===== config.mk =====
export PLATFORM = sky130hd
export DESIGN_NAME = rbb_cell
export DESIGN_NICKNAME = d
export VERILOG_FILES = /design/src/rtl/core/rbb_pkg.sv /design/src/rtl/core/rbb_cell.sv
export SDC_FILE = /design/constraint.sdc
export NUM_CORES = 1
export LEC_CHECK = 0
export BUFFER_PORTS_ARGS = -buffer_cell sky130_fd_sc_hd__clkbuf_2
export CAP_MARGIN = 20
export CORE_ASPECT_RATIO = 0.75
export CORE_MARGIN = 2
export CORE_UTILIZATION = 50
export CTS_BUF_LIST = sky130_fd_sc_hd__clkbuf_8
export DETAILED_ROUTE_END_ITERATION = 12
export PLACE_DENSITY_LB_ADDON = 0.08
export SLEW_MARGIN = 20
export SYNTH_ARGS = -nofsm -noshare
export SYNTH_HDL_FRONTEND = slang
export SYNTH_SLANG_ARGS = --single-unit

===== constraint.sdc =====
create_clock -name i_clk -period 5 [get_ports i_clk]
set_input_delay 0.25 -clock i_clk [delete_from_list [all_inputs] [get_ports i_clk]]
set_output_delay 0.25 -clock i_clk [all_outputs]
set_load 0.01 [all_outputs]

===== src/rtl/core/rbb_pkg.sv =====
// ---------------------------------------------------------------------------
// rbb_pkg: shared types and constants for the RGB box blur
// Pixel layout, command and register index codes, fixed field widths.
// ---------------------------------------------------------------------------
`default_nettype none

package rbb_pkg;

    localparam int PIX_W        = 8;
    localparam int NUM_CH       = 3;
    localparam int RGB_W        = PIX_W * NUM_CH;

    // input beat command
    localparam logic CMD_PIXEL  = 1'b0;
    localparam logic CMD_DRAIN  = 1'b1;

    // configuration port
    localparam int CFG_IDX_W    = 1;
    localparam int CFG_DATA_W   = 13;
    localparam logic [CFG_IDX_W-1:0] CFG_IMAGE_WIDTH  = 1'b0;
    localparam logic [CFG_IDX_W-1:0] CFG_IMAGE_HEIGHT = 1'b1;

    localparam int WIDTH_REG_W  = 11;
    localparam int HEIGHT_REG_W = 13;
    localparam int WIDTH_RESET  = 640;
    localparam int HEIGHT_RESET = 480;
    localparam int MAX_HEIGHT   = 4096;

    // input row counter runs past the frame height while draining
    localparam int ROW_W        = 14;

    typedef struct packed {
        logic [PIX_W-1:0] blue;
        logic [PIX_W-1:0] green;
        logic [PIX_W-1:0] red;
    } t_rgb;

endpackage

`default_nettype wire


===== src/rtl/core/rbb_cell.sv =====
// ---------------------------------------------------------------------------
// rbb_cell: one column cell of the blur window
// Holds one column sum, hands it to the next cell on shift, and adds it
// into the running window sum when its column lies inside the frame.
// ---------------------------------------------------------------------------
`default_nettype none

module rbb_cell #(
    parameter int SUM_W = 11,
    parameter int ACC_W = 13
) (
    input  wire logic                                 i_clk,
    input  wire logic                                 i_shift,
    input  wire logic [rbb_pkg::NUM_CH-1:0][SUM_W-1:0] i_col,
    output logic      [rbb_pkg::NUM_CH-1:0][SUM_W-1:0] o_col,
    input  wire logic                                 i_incl,
    input  wire logic [rbb_pkg::NUM_CH-1:0][ACC_W-1:0] i_acc,
    output logic      [rbb_pkg::NUM_CH-1:0][ACC_W-1:0] o_acc
);

    import rbb_pkg::*;

    logic [NUM_CH-1:0][SUM_W-1:0] r_col;

    // advance the column sum along the chain
    always_ff @(posedge i_clk) begin
        if (i_shift) begin
            r_col <= i_col;
        end
    end

    assign o_col = r_col;

    // add this column into the partial window sum
    always_comb begin
        for (int c = 0; c < NUM_CH; c++) begin
            o_acc[c] = i_acc[c] + (i_incl ? ACC_W'(r_col[c]) : ACC_W'(0));
        end
    end

endmodule

`default_nettype wire


Word-level counts from Yosys, hierarchy flattened:

Index checks and enable logic that the tools add are counted.

* add/sub/neg operators: 3
* multiplexer cells: 3

Operator list (count)
* $add 13x11->13: 3
* $mux 11: 3

* bits in registers: 33
* bits of input ports: 75
* output and inout port bits: 72
* logic and storage cells: 9

Logic depth before layout (Yosys ltp):

Gate-level depths: netlist of run 1.

* word-level depth: 2
* mapped depth: 9
* depth with buffers taken out: 8

Least setup slack after synthesis of run 1:

Ideal clock, no wire load.

* path type: register to output
* start: reg r_col, in the netlist o_col[11]
* end: out o_acc[23] (netlist bit)
* arrival time: 2.132 ns
* data required time: 4.750 ns
* path slack: 2.618 ns
* cell stages (with the launch flop): 9
* buffers on the path: 0
* cells stage by stage: edfxtp_1 -> and2_1 -> ha_1 -> fa_1 -> a21o_1 -> a22oi_1 -> o2bb2ai_1 -> mux2i_1 -> o2111ai_1

RTL lines
* start: declaration: line rbb_cell.sv:23 `logic [NUM_CH-1:0][SUM_W-1:0] r_col;`
* start signal: assignment: line rbb_cell.sv:28 `r_col <= i_col;`
* end: declaration: line rbb_cell.sv:18 `output logic [rbb_pkg::NUM_CH-1:0][ACC_W-1:0] o_acc`

==> results of run 1 <==
## power groups by stage
stage               registers (mW)  clock network [mW]  logic (mW)
finish                       0.339               0.246       0.402
global route                 0.343               0.260       0.442
CTS                          0.339               0.255       0.402
detailed placement           0.346                   0       0.400
global placement             0.345                   0       0.395
floorplan                    0.355                   0       0.239
## placed cells by master, fill, tap and decap left out, types with 10 or more instances in the layout
| cell type | instances |
|---|---|
| edfxtp_1 | 33 |
| a21o_1 | 10 |
| clkbuf_2 | 146 |
| nand2_1 | 12 |
| a21oi_1 | 18 |
| nor2_1 | 14 |
| xor2_1 | 16 |
| and2_1 | 34 |
| ha_1 | 33 |
| o21ai_0 | 12 |
## synthesized netlist by cell type, types with 3 or more instances
library cell and n:
ha_1 33, nand2_1 12, fa_1 3, xnor2_1 9, a211o_1 3, a31oi_1 3
clkbuf_1 4, o311ai_1 3, o21ai_0 12, a21o_1 10, nor3_1 9, nor2b_1 4
nand2b_1 7, nor2_1 14, o2111ai_1 3, edfxtp_1 33, o21ai_1 5, and2_1 34
xor2_1 16, a211oi_1 4, nor4_1 3, a21oi_1 18, o21a_1 4, inv_2 3
and3_1 4, nand3_1 5, or3_1 4, nand4_1 3
## how the worst max path moves through the flow
stage	slack, ns	endpoint	cells after the start	startpoint
after floorplan	2.62	o_acc[23]	8	o_col[11]$_DFFE_PP_
after global placement	2.12	o_acc[12]	10	i_incl
after detailed placement	2.05	o_acc[10]	10	i_incl
after CTS	2.04	o_acc[10]	10	i_incl
after global routing	1.82	o_acc[10]	10	i_incl
final	2.06	o_acc[23]	10	i_incl
## cells by family (layout without fill, tap and decap cells)
group,Yosys count,count (layout),share of synthesized area
simple gates,106,106,0.203
compound gates,84,84,0.198
fa+ha+maj,36,36,0.162
flops,33,33,0.339
xor+xnor,25,25,0.0750
buf+inv,11,159,0.0150
mux,2,2,0.00729
## metal layers
metal / routed length [um] / share of wire / vias to the layer above
met3: 595 / 0.082 / 9
met4: 77 / 0.011 / 0
met5: 0 / 0 / -
met1: 3400 / 0.47 / 1293
met2: 3150 / 0.44 / 121
li1: - / - / 1424
## per-stage QoR
step                      hold WS (ns)  instance area (um^2)  instances
final                            0.137                  3830        523
after global routing             0.120                  3830        523
after CTS                        0.124                  3830        523
after detailed placement         0.429                  3720        515
after global placement           0.426                  3720        515
after floorplan                  0.349                  2920        297
## area by class of cell
| type | instances | area share |
|---|---|---|
| timing repair buffer | 146 | 0.191 |
| sequential | 33 | 0.259 |
| clock inverter | 3 | 0.00980 |
| clock buffer | 5 | 0.0180 |
| inverter | 5 | 0.00490 |
| tap | 78 | 0.0255 |
| multi-input combinational | 253 | 0.492 |
==> summary.txt, run 1 <==
Status
  – Outcome: complete, no violations

Hold path
  – Min-Delay Path Depth: 1
  – Hold Path Origin: i_col[6]
  – Worst hold path class: in2reg
  – Min-Delay Endpoint: o_col[6]$_DFFE_PP_

STA
  – Slew headroom: 0.417
  – Final Cycle Share: 0.588
  – Worst-Margin Slew: 0.875 ns
  – Final hold vios: 0
  – Max Slew Vio Count: 0
  – Setup Viol. Count Final: 0
  – Setup TNS Final: 0 ns
  – Max Clock Freq: about 0.34 GHz
  – Fin crit period: 2.94 ns
  – RSZ-0062 raised after global routing: false
  – Fin worst setup slack: 2.06 ns

CTS
  – Root Driver: clkbuf_8
  – Hold_buf cts: 0
  – Clock buffer count from CTS: 5
  – Register clock-pin slew on the reported worst setup and hold paths: 0.07 ns
  – Clock sink count: 33
  – # Post-CTS Setup Buffers: 0
  – CTS tree: built
  – CTS H-tree lvls: 2
  – Post-CTS Resized: 0
  – Clock buffer depth: 2

Power and ir drop
  – Pint: 653 uW
  – Total Power: 988 uW
  – Combinational power share: 0.407
  – Switching power share of the total: 0.339
  – Max rail drop VDD: 0.000154 V
  – Flop pwr share: 0.343
  – Static Leak: 1.87 nW
  – Clock share of power: 0.249
  – Power Dens Cells: ~260 nW/um^2
  – Sw Pwr: 335 uW

Route
  – Final antenna-violating net count: 0
  – Vias: 2847
  – DRC errors left: 0
  – Drt first pass iters: 4
  – Starting DRT DRC Count: 160
  – Routed WL per cell: 13.8 um
  – Routed vias/inst: ~5.4
  – Drt total wl: 7.22 mm

GRT
  – Total gr overflow: 0
  – Total GRT Usage: 0.222
  – Vias in the first global route: 2540
  – Antenna violations before repair: 0
  – Met2 Use GR: 0.342
  – Busiest grt layer: met2
  – Largest net degree at the start of global routing: 34
  – M3 GR Usage: 0.0550
  – Grt met1 use: 0.314
  – First-pass GRT wire length: 11.5 mm

Synth
  – #FFs+latches synth: 33
  – Synth top area share: 0.339
  – Ys flop type: edfxtp_1
  – Area of the mapped netlist: about 2900 um^2
  – Ranking of synthesized cells by area: edfxtp_1, ha_1, and2_1
  – Leading area contributor after synthesis: edfxtp_1
  – Cells after Synth: 297
  – Post-synth EDFFs: 33
  – Syn Nets: between 400 and 500
  – Average size of a mapped cell: 9.83 um^2
  – Ys async rst share: 0
  – Sequential area share after synthesis: 0.339
  – Yosys cell types: 51
  – Ys Warns: 0

Setup path
  – Arrival @ worst endpoint: 2.69 ns
  – Crit-path slowest cell: fa_1
  – Critical Path RT: 4.75 ns
  – Crit-path max cell delay: 0.40 ns
  – Top delay family on crit path: compound AO/OA/AOI/OAI gates
  – Critical Path Sink Type: primary output
  – Crit-path cells: clkbuf_2, and2_1, ha_1, fa_1, a21o_1, a22oi_1, o2bb2ai_1, mux2i_1, o2111ai_1, clkbuf_2
  – Crit start category: input pin
  – Critical Path Fanout Max: 33
  – Crit-path most repeated cell: clkbuf_2
  – Buffer and inverter count on the worst path: 2
  – WS Path Type: in2out

Finish
  – Antenna cell count: 0
  – Layout cells sized above 1: 0.362
  – Post-layout util: 0.668
  – Fin nets: 555
  – Reg area: 991 um^2
  – Largest register FFs: 33
  – Multi-input gate area: 1880 um^2
  – Synth-to-Final Area Change: 31.2%
  – FILL cells: 490

Flow run
  – Maxcap violations: 0

Die
  – Core Region: 5740 um^2
  – # IOs: 147
  – # rows: 24
  – Die Y-Extent: 70.2 um
  – Initial Util: 0.509
  – Die Area: 6470 um^2
  – Die X: 92.2 um

Place
  – Placer Congestion: 0.879
  – Detail Placement HPWL: approximately 5.7 mm
  – PortBufs: approximately 150
  – DP Worst Slack: about 2 ns
No activity file was read; power rests on OpenSTA's default activity.
==> run 2, diff against run 1 <==
--- a/config.mk
+++ b/config.mk
@@ -9,7 +9,7 @@
 export CAP_MARGIN = 20
 export CORE_ASPECT_RATIO = 0.75
 export CORE_MARGIN = 2
-export CORE_UTILIZATION = 50
+export CORE_UTILIZATION = 48
 export CTS_BUF_LIST = sky130_fd_sc_hd__clkbuf_8
 export DETAILED_ROUTE_END_ITERATION = 12
 export PLACE_DENSITY_LB_ADDON = 0.08
==> constraint.sdc (replaced) <==
create_clock -name i_clk -period 3 [get_ports i_clk]
set_input_delay 0.15 -clock i_clk [delete_from_list [all_inputs] [get_ports i_clk]]
set_output_delay 0.15 -clock i_clk [all_outputs]
set_load 0.01 [all_outputs]
==> run 2 against run 1 <==
Net effect: clock-buffer cell count unchanged; sequential cell count unchanged; worst setup slack worse by 1.8 ns; sequential power up 67%; critical path depth down 1; sequential share of layout area up 0.059 points; utilization down 1.5 points; routed wire length up 0.44%; cell area down 0.23%; first-iteration DRC count down 18%; die area up 4.0%; largest cell class unchanged.
==> summary.txt, run 2 (synthesis gave the netlist of run 1 again) <==
Place
  – Placer Congestion: 0.896 (was 0.879)
  – PortBufs: 146 (unchanged)
  – Detail Placement HPWL: 5.99 mm (was 5.69 mm)
  – Placement Cell Area: 3740 um^2 (was 3720 um^2)

Finish
  – Most common cell after layout, fill and taps aside: clkbuf_2 (unchanged)
  – Fin nets: 557 (was 555)
  – Post-layout util: 0.652 (was 0.668)
  – Largest register FFs: 33 (unchanged)
  – Antenna cell count: 0 (unchanged)
  – Layout cells sized above 1: 0.367 (was 0.362)
  – Final Instance Area: 3820 um^2 (was 3830 um^2)
  – Synth-to-Final Area Change: 30.9% (was 31.2%)
  – Commonest cells after routing, fill and taps aside: clkbuf_2, and2_1, ha_1, edfxtp_1, a21oi_1 (unchanged)

Power and ir drop
  – Static Leak: 1.87 nW (about the same)
  – Power Dens Cells: 407 nW/um^2 (was 258 nW/um^2)
  – Max rail drop VDD: 0.000259 V (was 0.000154 V)
  – Total Power: 1.55 mW (was 988 uW)

STA
  – RSZ-0062 raised after global routing: false (unchanged)
  – Slew headroom: 0.443 (was 0.417)
  – Final hold vios: 0 (unchanged)
  – Worst-Margin Slew: 0.835 ns (was 0.875 ns)
  – Max Clock Freq: ~0.36 GHz
  – Fin crit period: 2.77 ns
  – Final Cycle Share: 0.925
  – Setup Viol. Count Final: 0 (unchanged)
  – Setup TNS Final: 0 ns (unchanged)
  – Max Slew Vio Count: 0 (unchanged)

CTS
  – Root Driver: clkbuf_8 (unchanged)
  – CTS H-tree lvls: 2 (unchanged)
  – Clock buffer count from CTS: 5 (unchanged)
  – Register clock-pin slew on the reported worst setup and hold paths: 0.07 ns (about the same)
  – # Post-CTS Setup Buffers: 0 (unchanged)
  – Hold_buf cts: 0 (unchanged)
  – CTS tree: built (unchanged)
  – Clock buffer depth: 2 (unchanged)
  – Post-CTS Resized: 0 (unchanged)
  – Clock sink count: 33 (unchanged)

Die
  – # rows: 24 (unchanged)
  – Die Y-Extent: 71.5 um (was 70.2 um)
  – Die Area: 6730 um^2 (was 6470 um^2)
  – # IOs: 147 (unchanged)
  – Initial Util: 0.499 (was 0.509)
  – Die X: 94.0 um (was 92.2 um)
  – Core Region: 5860 um^2 (was 5740 um^2)

GRT
  – Antenna violations before repair: 0 (unchanged)
  – Total GRT Usage: 0.212 (was 0.222)
  – Vias in the first global route: 2525 (was 2540)
  – Total gr overflow: 0 (unchanged)
  – Largest net degree at the start of global routing: 34 (unchanged)
  – First-pass GRT wire length: 11.4 mm (was 11.5 mm)

Setup path
  – Crit-path max cell delay: 0.40 ns (about the same)
  – Crit-path cells: and2_1, ha_1, fa_1, a21o_1, a31oi_1, nor3_1, o31ai_2, xnor2_1, clkbuf_2 (was clkbuf_2, and2_1, ha_1, fa_1, a21o_1, a22oi_1, o2bb2ai_1, mux2i_1, o2111ai_1, clkbuf_2)
  – Critical Path Sink Type: primary output (unchanged)
  – Crit-path slowest cell: fa_1 (unchanged)
  – WS Path Type: reg2out (was in2out)
  – Critical Path RT: 2.85 ns (was 4.75 ns)
  – Crit start category: flop (was input pin)
  – Critical Path Fanout Max: 3 (was 33)
  – Arrival @ worst endpoint: 2.62 ns (was 2.69 ns)

Hold path
  – Worst hold path class: in2reg (unchanged)

Route
  – Routed vias/inst: 5.42 (was 5.44)
  – Starting DRT DRC Count: 131 (was 160)
  – Drt total wl: 7.25 mm (was 7.22 mm)
  – Vias: 2845 (was 2847)
  – Final antenna-violating net count: 0 (unchanged)
  – Routed WL per cell: 13.8 um (about the same)
  – Drt first pass iters: 4 (unchanged)
  – DRC errors left: 0 (unchanged)

Flow run
  – Maxcap violations: 0 (unchanged)

Status
  – Outcome: complete, no violations (unchanged)
==> run 2: per-stage QoR <==
step	setup WS [ns]	instances	hold WS, ns
detailed placement	0.536	517	0.329
global placement	0.576	517	0.326
floorplan	0.718	297	0.249
finish	0.226	525	0.0419
global route	0.0519	525	0.0239
CTS	0.236	525	0.0293
==> run 2: path summary, 6_finish.rpt <==
check | endpoint | cells past startpoint | startpoint
worst max-delay path | o_acc[12] | 9 | o_col[0]$_DFFE_PP_
worst min-delay path | o_col[9]$_DFFE_PP_ | 1 | i_col[9]
==> run 2: per-layer routing <==
layer | GRT usage | wire length (um) | up-vias
met1 | 0.313 | 3430 | 1274
met5 | 0 | 0 | -
met2 | 0.317 | 3140 | 135
met3 | 0.0557 | 631 | 6
met4 | 0.0403 | 50 | 0
li1 | - | - | 1430
==> run 2: where the power goes <==
part | internal (mW) | switching (mW)
Combinational | 0.299 | 0.372
Clock | 0.157 | 0.159
Sequential | 0.549 | 0.0165
==> run 2: final cells by class <==
class / count / area (um^2)
clock buffer: 5 / 68.8
inverter: 5 / 18.8
sequential: 33 / 991
tap: 78 / 97.6
fill: 507 / 2040
multi-input combinational: 253 / 1880
clock inverter: 3 / 13.8
timing repair buffer: 148 / 746
==> run 2: critical path, delay by kind of cell (launching register included) <==
kind / cells / cell delay (ns)
xor gates and xnor gates: 1 / 0.14
AOI/OAI and AO/OA: 3 / 0.78
DFF: 1 / 0.38
buffers and inverters: 1 / 0.15
adders and majority gates: 2 / 0.62
and+or+nand+nor: 2 / 0.28
==> run 3, diff against run 2 <==
--- a/config.mk
+++ b/config.mk
@@ -9,7 +9,7 @@
 export CAP_MARGIN = 20
 export CORE_ASPECT_RATIO = 0.75
 export CORE_MARGIN = 2
-export CORE_UTILIZATION = 48
+export CORE_UTILIZATION = 50
 export CTS_BUF_LIST = sky130_fd_sc_hd__clkbuf_8
 export DETAILED_ROUTE_END_ITERATION = 12
 export PLACE_DENSITY_LB_ADDON = 0.08
==> constraint.sdc (replaced) <==
create_clock -name i_clk -period 3.3 [get_ports i_clk]
set_input_delay 0.165 -clock i_clk [delete_from_list [all_inputs] [get_ports i_clk]]
set_output_delay 0.165 -clock i_clk [all_outputs]
set_load 0.01 [all_outputs]
==> run 3 against run 2 <==
Net effect: combinational power down 9.4%; worst hold slack better by 0.0044 ns; via count shrank 1.6%; critical endpoint is now o_acc[10]; largest power group unchanged.
==> summary.txt, run 3 (synthesis gave the netlist of run 1 again) <==
Status
  – Outcome: complete, no violations (unchanged)

Route
  – Starting DRT DRC Count: 137 (was 131)
  – DRC errors left: 0 (unchanged)
  – Drt total wl: 7.23 mm (was 7.25 mm)
  – Drt first pass iters: 4 (unchanged)
  – Routed vias/inst: 5.35 (was 5.42)
  – Routed WL per cell: 13.8 um (about the same)
  – Final antenna-violating net count: 0 (unchanged)
  – Vias: 2800 (was 2845)

CTS
  – Hold_buf cts: 0 (unchanged)
  – CTS tree: built (unchanged)
  – CTS H-tree lvls: 2 (unchanged)
  – Register clock-pin slew on the reported worst setup and hold paths: 0.07 ns (about the same)
  – Root Driver: clkbuf_8 (unchanged)
  – Post-CTS Resized: 0 (unchanged)
  – Clock sink count: 33 (unchanged)
  – Clock buffer count from CTS: 5 (unchanged)
  – Clock buffer depth: 2 (unchanged)
  – # Post-CTS Setup Buffers: 0 (unchanged)

Power and ir drop
  – Power Dens Cells: 374 nW/um^2 (was 407 nW/um^2)
  – Max rail drop VDD: 0.000336 V (was 0.000259 V)
  – Static Leak: 1.86 nW (was 1.87 nW)

Finish
  – Fin nets: 555 (was 557)
  – Post-layout util: 0.663 (was 0.652)
  – Synth-to-Final Area Change: 30.3% (was 30.9%)
  – Most common cell after layout, fill and taps aside: clkbuf_2 (unchanged)
  – Largest register FFs: 33 (unchanged)
  – Commonest cells after routing, fill and taps aside: clkbuf_2, and2_1, ha_1, edfxtp_1, a21oi_1 (unchanged)
  – Layout cells sized above 1: 0.362 (was 0.367)
  – FILL cells: 505 (was 507)
  – Final Non-Filler Cells: 523 (was 525)
  – Antenna cell count: 0 (unchanged)

STA
  – Setup TNS Final: 0 ns (unchanged)
  – Setup Viol. Count Final: 0 (unchanged)
  – Final Cycle Share: 0.851
  – Final hold vios: 0 (unchanged)
  – Slew headroom: 0.409 (was 0.443)
  – Max Slew Vio Count: 0 (unchanged)
  – Worst hold slack: 0.0463 ns (was 0.0419 ns)
  – Max Clock Freq: 0.356 GHz
  – Worst-Margin Slew: 0.887 ns (was 0.835 ns)
  – RSZ-0062 raised after global routing: false (unchanged)
  – Fin crit period: 2.81 ns

Die
  – # rows: 24 (unchanged)
  – # IOs: 147 (unchanged)
  – Die Area: 6470 um^2 (was 6730 um^2)
  – Die X: 92.2 um (was 94.0 um)
  – Core Region: 5740 um^2 (was 5860 um^2)
  – Die Y-Extent: 70.2 um (was 71.5 um)
  – Initial Util: 0.509 (was 0.499)

Place
  – Detail Placement HPWL: 5.75 mm (was 5.99 mm)
  – PortBufs: 146 (unchanged)
  – Placer Congestion: 0.882 (was 0.896)
  – Dpl cells: 515 (was 517)

GRT
  – Vias in the first global route: 2638 (was 2525)
  – First-pass GRT wire length: 11.6 mm (was 11.4 mm)
  – Total gr overflow: 0 (unchanged)
  – Largest net degree at the start of global routing: 34 (unchanged)
  – Total GRT Usage: 0.224 (was 0.212)
  – Antenna violations before repair: 0 (unchanged)

Hold path
  – Worst hold path class: in2reg (unchanged)

Setup path
  – Critical Path RT: 3.13 ns (was 2.85 ns)
  – Critical Path Sink Type: primary output (unchanged)
  – Arrival @ worst endpoint: 2.64 ns (was 2.62 ns)
  – Critical Path Fanout Max: 3 (unchanged)
  – WS Path Type: reg2out (unchanged)
  – Crit start category: flop (unchanged)

Flow run
  – Maxcap violations: 0 (unchanged)
run 3: layout make-up:
cell class / count / area [um^2] / area share
flip-flops and latches: 33 / 991 / 0.261
clock buffers: 5 / 68.8 / 0.0181
inverters: 5 / 18.8 / 0.00493
well taps: 78 / 97.6 / 0.0257
multi-input cells: 253 / 1880 / 0.495
repair buffers: 146 / 731 / 0.192
clock inverters: 3 / 12.5 / 0.00329
run 3: final timing paths:
check	cells after the start	start	endpoint	slack, ns
worst max-delay path	9	o_col[0]$_DFFE_PP_	o_acc[10]	0.49
worst min-delay path	1	i_col[2]	o_col[2]$_DFFE_PP_	0.05
run 3: power by group:
group          internal [mW]  leakage [nW]  switching [mW]
registers              0.499         0.323          0.0143
logic                  0.270          1.49           0.339
clock network          0.142        0.0430           0.157
run 3: critical path: stages, from the launching register on:
cell      delay [ns]
edfxtp_1        0.38
and2_1          0.17
ha_1            0.23
fa_1            0.41
a21o_1          0.22
a31oi_1         0.29
nor3b_1         0.14
o221ai_1        0.22
xnor2_1         0.14
clkbuf_2        0.15
run 3: through the flow:
step           total power [mW]  instance area, um^2  worst slack (ns)
6_report                   1.42                 3800             0.493
2_1_floorplan             0.901                 2920              1.00
3_3_place_gp               1.12                 3720             0.581
3_5_place_dp               1.13                 3720             0.544
5_1_grt                    1.52                 3800             0.304
4_1_cts                    1.43                 3800             0.488
run 3: per-layer routing:
metal	track usage	part of all wire	up-vias
met5	0	0	-
met4	0.0564	0.0043	0
met3	0.0593	0.076	4
met2	0.350	0.45	109
met1	0.312	0.47	1268
li1	-	-	1419
